## src/tmcw_pkg.sv

```systemverilog
package tmcw_pkg;

    // field widths of the item channels
    localparam int unsigned OP_W        = 2;
    localparam int unsigned CHAR_W      = 8;
    localparam int unsigned INDEX_W     = 11;
    localparam int unsigned ROW_OUT_W   = 5;
    localparam int unsigned COL_OUT_W   = 7;
    localparam int unsigned CELL_W      = 16;
    localparam int unsigned COLOR_W     = 4;
    localparam int unsigned CFG_INDEX_W = 1;

    // operation codes
    localparam logic [OP_W-1:0] OP_PUT   = 2'd0;
    localparam logic [OP_W-1:0] OP_CLEAR = 2'd1;
    localparam logic [OP_W-1:0] OP_READ  = 2'd2;
    localparam logic [OP_W-1:0] OP_NONE  = 2'd3;

    // configuration register indexes
    localparam logic [CFG_INDEX_W-1:0] REG_FOREGROUND = 1'b0;
    localparam logic [CFG_INDEX_W-1:0] REG_BACKGROUND = 1'b1;

    // register reset values
    localparam logic [COLOR_W-1:0] FOREGROUND_RESET = 4'd7;
    localparam logic [COLOR_W-1:0] BACKGROUND_RESET = 4'd0;

    // control characters
    localparam logic [CHAR_W-1:0] CH_NEWLINE   = 8'd10;
    localparam logic [CHAR_W-1:0] CH_RETURN    = 8'd13;
    localparam logic [CHAR_W-1:0] CH_BACKSPACE = 8'd8;
    localparam logic [CHAR_W-1:0] CH_TAB       = 8'd9;
    localparam logic [CHAR_W-1:0] CH_BLANK     = 8'd32;
    localparam int unsigned       TAB_STEP     = 8;
    localparam int unsigned       TAB_SHIFT    = 3;

    typedef struct packed {
        logic [OP_W-1:0]    operation;
        logic [CHAR_W-1:0]  character;
        logic [INDEX_W-1:0] cell_index;
    } t_in_item;

    typedef struct packed {
        logic [ROW_OUT_W-1:0] cursor_row;
        logic [COL_OUT_W-1:0] cursor_column;
        logic [CELL_W-1:0]    read_data;
        logic                 scrolled;
    } t_out_item;

    // what a put-character does besides moving the cursor
    typedef struct packed {
        logic write_cell;
        logic scroll;
    } t_cursor_ctl;

endpackage

```

## src/tmcw_cursor.sv

```systemverilog
module tmcw_cursor #(
    parameter int COLUMNS    = 80,
    parameter int ROWS_COUNT = 25
) (
    input  logic [$clog2(ROWS_COUNT)-1:0] i_row,
    input  logic [$clog2(COLUMNS)-1:0]    i_col,
    input  logic [tmcw_pkg::CHAR_W-1:0]   i_char,
    output logic [$clog2(ROWS_COUNT)-1:0] o_row,
    output logic [$clog2(COLUMNS)-1:0]    o_col,
    output tmcw_pkg::t_cursor_ctl         o_ctl
);
    import tmcw_pkg::*;

    localparam int RW = $clog2(ROWS_COUNT);
    localparam int CW = $clog2(COLUMNS);

    localparam logic [CW:0]   COL_LIMIT = (CW+1)'(COLUMNS);
    localparam logic [RW-1:0] LAST_ROW  = RW'(ROWS_COUNT - 1);

    logic [CW:0] col_ext;
    logic [CW:0] col_step;
    logic [CW:0] tab_sum;
    logic        row_inc;
    logic        wrap;
    logic        write_cell;
    logic        scroll;

    assign col_ext = {1'b0, i_col};
    assign tab_sum = col_ext + (CW+1)'(TAB_STEP);

    // column move and control character decode
    always_comb begin
        col_step   = col_ext;
        row_inc    = 1'b0;
        write_cell = 1'b0;
        priority if (i_char == CH_NEWLINE) begin
            col_step = '0;
            row_inc  = 1'b1;
        end else if (i_char == CH_RETURN) begin
            col_step = '0;
        end else if (i_char == CH_BACKSPACE) begin
            if (col_ext != '0) begin
                col_step = col_ext - (CW+1)'(1);
            end
        end else if (i_char == CH_TAB) begin
            col_step = {tab_sum[CW:TAB_SHIFT], TAB_SHIFT'(0)};
        end else begin
            col_step   = col_ext + (CW+1)'(1);
            write_cell = 1'b1;
        end
    end

    // wrap past the last column, scroll past the last row
    assign wrap   = (col_step >= COL_LIMIT);
    assign o_col  = wrap ? '0 : col_step[CW-1:0];
    assign scroll = (row_inc || wrap) && (i_row == LAST_ROW);
    assign o_row  = ((row_inc || wrap) && !scroll) ? i_row + RW'(1) : i_row;
    assign o_ctl  = '{write_cell: write_cell, scroll: scroll};

endmodule

```

## config.mk

```make
export PLATFORM = sky130hd
export DESIGN_NAME = tmcw_cursor
export DESIGN_NICKNAME = d
export VERILOG_FILES = /design/src/tmcw_pkg.sv /design/src/tmcw_cursor.sv
export SDC_FILE = /design/constraint.sdc
export NUM_CORES = 1
export LEC_CHECK = 0
export ABC_AREA = 0
export BUFFER_PORTS_ARGS = -buffer_cell sky130_fd_sc_hd__buf_2
export CORE_MARGIN = 3
export CORE_UTILIZATION = 46
export DETAILED_ROUTE_END_ITERATION = 16
export GPL_ROUTABILITY_DRIVEN = 1
export GPL_TIMING_DRIVEN = 0
export PLACE_DENSITY = 0.87
export SYNTH_ARGS = -nofsm -noshare
export SYNTH_HDL_FRONTEND = slang
export SYNTH_SLANG_ARGS = --single-unit
export TNS_END_PERCENT = 30
```

## constraint.sdc

```tcl
create_clock -name vclk -period 4.57
set_clock_uncertainty 0.15 [all_clocks]
set_input_delay 1.371 -clock vclk [all_inputs]
set_output_delay 1.371 -clock vclk [all_outputs]
set_load 0.01 [all_outputs]
```

Word-level counts from Yosys, hierarchy flattened --
Index checks and enable logic that the tools add are counted.
Storage, ports and cells: register bits 0, input port bits 20, word-level logic and storage cells 27
Cells by class: $add $sub $neg 4, magnitude comparators 1, eq/ne operators 5, mux-type cells 12, reductions and logical operators 5
Operators with widths (count):
- 8-bit two-way mux | 5
- 8-bit by 4-bit equality test with 1-bit output, second input constant | 4
- 7-bit by 1-bit adder with 8-bit output, second input constant | 1
- 7-bit by 4-bit adder with 8-bit output, second input constant | 1
- 8-bit by 7-bit greater-or-equal comparator with 1-bit output, second input constant | 1
- 8-bit nonzero test | 1
- 7-bit by 1-bit subtractor with 8-bit output, second input constant | 1
- 7-bit two-way mux | 1
- 5-bit by 1-bit adder with 5-bit output, second input constant | 1
- 5-bit equality test, second input constant | 1
- 1-bit two-way mux | 5
- 5-bit two-way mux | 1
- 1-bit logical AND | 2
- 1-bit logical NOT | 1
- 1-bit logical OR | 1

Logic depth before layout (Yosys ltp) --
depth after elaboration 11, depth in mapped cells 9, gate-level depth less buffers 9

Worst setup path after synthesis --
No wires, ideal clock.
path type input to output, start point input i_char[7] (netlist bit), end point output o_row[1], arrival 3.382 ns, required time 3.049 ns, slack -0.333 ns, stages 7, path buffers 0, cells stage by stage or4_4 nor3_2 o2111ai_1 mux2i_1 a311o_4 a21oi_2 mux2_1
Between the ends: word-level cells in the longest chain between the ends 11
Ends and longest elaborated chain:
- from (decl) | RTL line tmcw_cursor.sv:7 | input logic [tmcw_pkg::CHAR_W-1:0] i_char,
- 8-bit by 4-bit equality test with 1-bit output | RTL line tmcw_cursor.sv:45 | end else if (i_char == CH_TAB) begin
- 8-bit two-way mux | RTL line tmcw_cursor.sv:45
- 8-bit two-way mux | RTL line tmcw_cursor.sv:41 | end else if (i_char == CH_BACKSPACE) begin
- 8-bit two-way mux | RTL line tmcw_cursor.sv:39 | end else if (i_char == CH_RETURN) begin
- 8-bit two-way mux | RTL line tmcw_cursor.sv:36 | priority if (i_char == CH_NEWLINE) begin
- 8-bit by 7-bit greater-or-equal comparator with 1-bit output | RTL line tmcw_cursor.sv:54 | assign wrap = (col_step >= COL_LIMIT);
- 1-bit logical OR * | RTL line tmcw_cursor.sv:56, tmcw_cursor.sv:57
- 1-bit logical AND | RTL line tmcw_cursor.sv:56 | assign scroll = (row_inc || wrap) && (i_row == LAST_ROW);
- 1-bit logical NOT | RTL line tmcw_cursor.sv:57 | assign o_row = ((row_inc || wrap) && !scroll) ? i_row + RW'(1) : i_row;
- 1-bit logical AND * | RTL line tmcw_cursor.sv:57
- 5-bit two-way mux * | RTL line tmcw_cursor.sv:57
- to (decl) | RTL line tmcw_cursor.sv:8 | output logic [$clog2(ROWS_COUNT)-1:0] o_row,
Mark *: on every way between the ends. The rest lies on a longest branch, timed or not.

Final worst setup path --
start point input i_col[0], end point output o_row[1]
Between the ends: word-level cells in the longest chain between the ends 11
Ends and longest elaborated chain:
- from (decl) | RTL line tmcw_cursor.sv:6 | input logic [$clog2(COLUMNS)-1:0] i_col,
- 7-bit by 1-bit adder with 8-bit output (tied with other cells) | RTL line tmcw_cursor.sv:48 | col_step = col_ext + (CW+1)'(1);
- 8-bit two-way mux, on equally long branches | RTL line tmcw_cursor.sv:45, tmcw_cursor.sv:42
- 8-bit two-way mux * | RTL line tmcw_cursor.sv:41
- 8-bit two-way mux * | RTL line tmcw_cursor.sv:39
- 8-bit two-way mux * | RTL line tmcw_cursor.sv:36
- 8-bit by 7-bit greater-or-equal comparator with 1-bit output * | RTL line tmcw_cursor.sv:54
- 1-bit logical OR * | RTL line tmcw_cursor.sv:56, tmcw_cursor.sv:57
- 1-bit logical AND | RTL line tmcw_cursor.sv:56
- 1-bit logical NOT | RTL line tmcw_cursor.sv:57
- 1-bit logical AND * | RTL line tmcw_cursor.sv:57
- 5-bit two-way mux * | RTL line tmcw_cursor.sv:57
Marks and branches as above.

==> impl_metrics.xml <==
<?xml version="1.0" encoding="UTF-8"?>
<metrics>
  <group name="route">
    <metric name="final_antenna_net_count" unit="">0</metric>
    <metric name="via_count" unit="">1006</metric>
    <metric name="drc_errors" unit="">0</metric>
    <metric name="routed_wl" unit="um">2500</metric>
    <metric name="detail_route.iter0.violations" unit="">22</metric>
    <metric name="drt_first_pass_iters" unit="">4</metric>
    <metric name="vias_per_cell" unit="">5.82</metric>
    <metric name="drt-wirelength-per-cell" unit="um">14.5</metric>
  </group>
  <group name="placed_design">
    <metric name="gp_congestion" unit="">0.831</metric>
    <metric name="hpwlAfterDp" unit="um">1770</metric>
    <metric name="place.port_buffers" unit="">32</metric>
  </group>
  <group name="clock_network">
    <metric name="cts.hold.buffers_added" unit="">0</metric>
  </group>
  <group name="global_routing">
    <metric name="grt_busiest_layer" unit="">met2</metric>
    <metric name="grt_use_met2" unit="%">40.9</metric>
    <metric name="overflow_after_grt" unit="">0</metric>
    <metric name="first_global_vias" unit="">851</metric>
    <metric name="grt_antenna_before_repair" unit="">0</metric>
    <metric name="grt_first_pass_wirelength" unit="um">3460</metric>
    <metric name="met1_usage" unit="%">24.4</metric>
    <metric name="grt_util_all_layers" unit="%">20.9</metric>
    <metric name="maximum_number_of_pins_on_one_net_before_global_route_repair" unit="">10</metric>
    <metric name="grt_met3_usage" unit="%">0</metric>
  </group>
  <group name="flow_run">
    <metric name="drv_cap" unit="">0</metric>
  </group>
  <group name="layout">
    <metric name="nClkBuffers" unit="">0</metric>
    <metric name="areaGrowthSynthToFinish" unit="%">53.5</metric>
    <metric name="fill_cells" unit="">111</metric>
    <metric name="most-common-layout-cells" unit="">27 x sky130_fd_sc_hd__buf_2, 16 x sky130_fd_sc_hd__buf_4, 15 x sky130_fd_sc_hd__nor2_1</metric>
    <metric name="sequential_cell_area" unit="um2">0</metric>
    <metric name="final_common_cell" unit="">sky130_fd_sc_hd__buf_2</metric>
    <metric name="antenna_diode_count" unit="">0</metric>
    <metric name="nets" unit="">186</metric>
    <metric name="fraction_of_final_layout_cells_with_drive_strength_greater_than_1" unit="%">49.0</metric>
    <metric name="sequential_cell_total" unit="">0</metric>
  </group>
  <group name="worst_setup_path">
    <metric name="worst-endpoint-required" unit="ns">3.05</metric>
    <metric name="crit_arrival" unit="ns">3.60</metric>
    <metric name="end_kind" unit="">output port</metric>
    <metric name="path_depth" unit="">11</metric>
    <metric name="timing.setup.critical_path_class" unit="">input pin to output port</metric>
    <metric name="critical_path_peak_fanout" unit="">7</metric>
    <metric name="critical_path.slowest_cell" unit="">sky130_fd_sc_hd__or4b_4</metric>
    <metric name="worst-path-buf-inv" unit="">3</metric>
    <metric name="worst_setup_sp_type" unit="">input pin</metric>
    <metric name="cp_top_family" unit="">compound AO/OA/AOI/OAI gates</metric>
    <metric name="crit_chain" unit="">buf_4 &gt; inv_4 &gt; ha_4 &gt; or4b_4 &gt; nor2_2 &gt; a211o_1 &gt; a31oi_4 &gt; a311o_4 &gt; a21oi_4 &gt; mux2_4 &gt; buf_6</metric>
    <metric name="max_stage_delay" unit="ns">0.47</metric>
  </group>
  <group name="floorplan">
    <metric name="ioPinCount" unit="">34</metric>
    <metric name="die-width" unit="um">46.8</metric>
    <metric name="core_region_area" unit="um2">1540</metric>
    <metric name="floorplan.die_area" unit="um2">2190</metric>
    <metric name="row_count" unit="">14</metric>
    <metric name="starting_utilization_of_the_core_area" unit="%">49.6</metric>
    <metric name="die-height" unit="um">46.8</metric>
  </group>
  <group name="synth">
    <metric name="synth.lib_cells_used.distinct" unit="">43</metric>
    <metric name="synth_nets" unit="">140</metric>
    <metric name="synthesis.area" unit="um2">764</metric>
    <metric name="syn_area_per_cell" unit="um2">6.77</metric>
    <metric name="yosys_warnings" unit="">0</metric>
    <metric name="synth-seq-area-share" unit="%">0</metric>
    <metric name="netlist_instances" unit="">113</metric>
  </group>
  <group name="timing">
    <metric name="finalHoldWorstSlack" unit="ns">2.86</metric>
    <metric name="post-route-period-util" unit="%">112</metric>
    <metric name="report.final.slew_viol_count" unit="">0</metric>
    <metric name="relSlewSlack" unit="%">70.5</metric>
    <metric name="max_freq" unit="GHz">0.195</metric>
    <metric name="timing_worst_slew_pin_value" unit="ns">0.443</metric>
    <metric name="final.setup.tns" unit="ns">-5.29</metric>
    <metric name="post-route-min-period" unit="ns">5.13</metric>
    <metric name="rsz0062_at_grt" unit="">yes</metric>
    <metric name="finalHoldViolCount" unit="">0</metric>
    <metric name="finalSetupViolCount" unit="">13</metric>
    <metric name="final.setup.worst_slack" unit="ns">-0.555</metric>
  </group>
  <group name="pwr">
    <metric name="p_leak" unit="uW">0.000541</metric>
    <metric name="design_power_total" unit="uW">96.2</metric>
    <metric name="power.density_cell_area" unit="nW/um2">82.0</metric>
    <metric name="max-vdd-ir-drop" unit="V">0.0000483</metric>
  </group>
  <group name="hold_path">
    <metric name="hold_class" unit="">input pin to output port</metric>
    <metric name="worstHoldPathCells" unit="">3</metric>
  </group>
  <group name="status">
    <metric name="outcome" unit="">complete, but fails checks</metric>
    <metric name="failing_checks" unit="">setup timing</metric>
  </group>
</metrics>
## what timing repair did
item | 4_1_cts | 5_1_grt
setup buffers | 5 | 7
pin swaps | 9 | 10
resized for setup | 15 | 14
endpoints found under the setup margin | 13 | 13
## per-stage QoR
stage | cells | area (um2) | worst slack, ns | util (%)
final | 173 | 1170 | -0.555 | 76.1
after CTS | 166 | 1080 | -0.553 | 69.9
after global placement | 161 | 988 | -0.592 | 64.1
after floorplan | 113 | 808 | -0.196 | -
after detailed placement | 161 | 988 | -0.626 | 64.1
after global routing | 173 | 1170 | -0.647 | 76.1
## kinds of logic (layout without fill, tap and decap cells)
| logic type | count (synthesis) | after routing | synth area share (%) |
|---|---|---|---|
| and+or+nand+nor | 53 | 53 | 40.4 |
| xor gates and xnor gates | 5 | 5 | 5.73 |
| adders and majority gates | 7 | 7 | 11.5 |
| AOI/OAI and AO/OA | 30 | 30 | 28.8 |
| buffers and inverters | 14 | 58 | 8.02 |
| muxes | 4 | 4 | 5.56 |
## where the power goes
group	internal (uW)	switching (uW)	total, uW
Sequential	0	0	0
Combinational	45.7	50.6	96.2
Clock	0	0	0
## per-layer routing
layer	part of all wire, %	routed length (um)
met1	40	998
met2	52	1300
met3	5.3	133
met4	2.6	65
met5	0	0
## worst paths after layout
check / start / to / slack, ns
max: i_col[0] / o_row[1] / -0.56
min: i_row[4] / o_row[4] / 2.86
## synth_stat cells, types with 3 or more instances
library cell | number | share of area (%)
sky130_fd_sc_hd__o21ai_0 | 4 | 2.6
sky130_fd_sc_hd__a21oi_1 | 8 | 5.2
sky130_fd_sc_hd__inv_1 | 10 | 4.9
sky130_fd_sc_hd__xor2_1 | 3 | 3.4
sky130_fd_sc_hd__o21a_1 | 3 | 2.9
sky130_fd_sc_hd__nand3_1 | 3 | 2.0
sky130_fd_sc_hd__ha_1 | 7 | 11
sky130_fd_sc_hd__nor3_1 | 4 | 2.6
sky130_fd_sc_hd__nand2_1 | 11 | 5.4
sky130_fd_sc_hd__nor2_1 | 18 | 8.8
## cell type report
| class | instances | area (um2) | area share (%) |
|---|---|---|---|
| Multi-Input combinational cell | 99 | 803 | 68.4 |
| Inverter | 10 | 42.5 | 3.62 |
| Tap cell | 16 | 20.0 | 1.71 |
| Timing Repair Buffer | 44 | 284 | 24.2 |
| Buffer | 4 | 23.8 | 2.03 |
## tightest hold or removal path: cells and delay by family
| kind | cells | cell delay (ns) |
|---|---|---|
| buffers and inverters | 2 | 0.22 |
| XOR/XNOR | 1 | 0.05 |
Note: power is estimated with default switching activity, not from simulation.
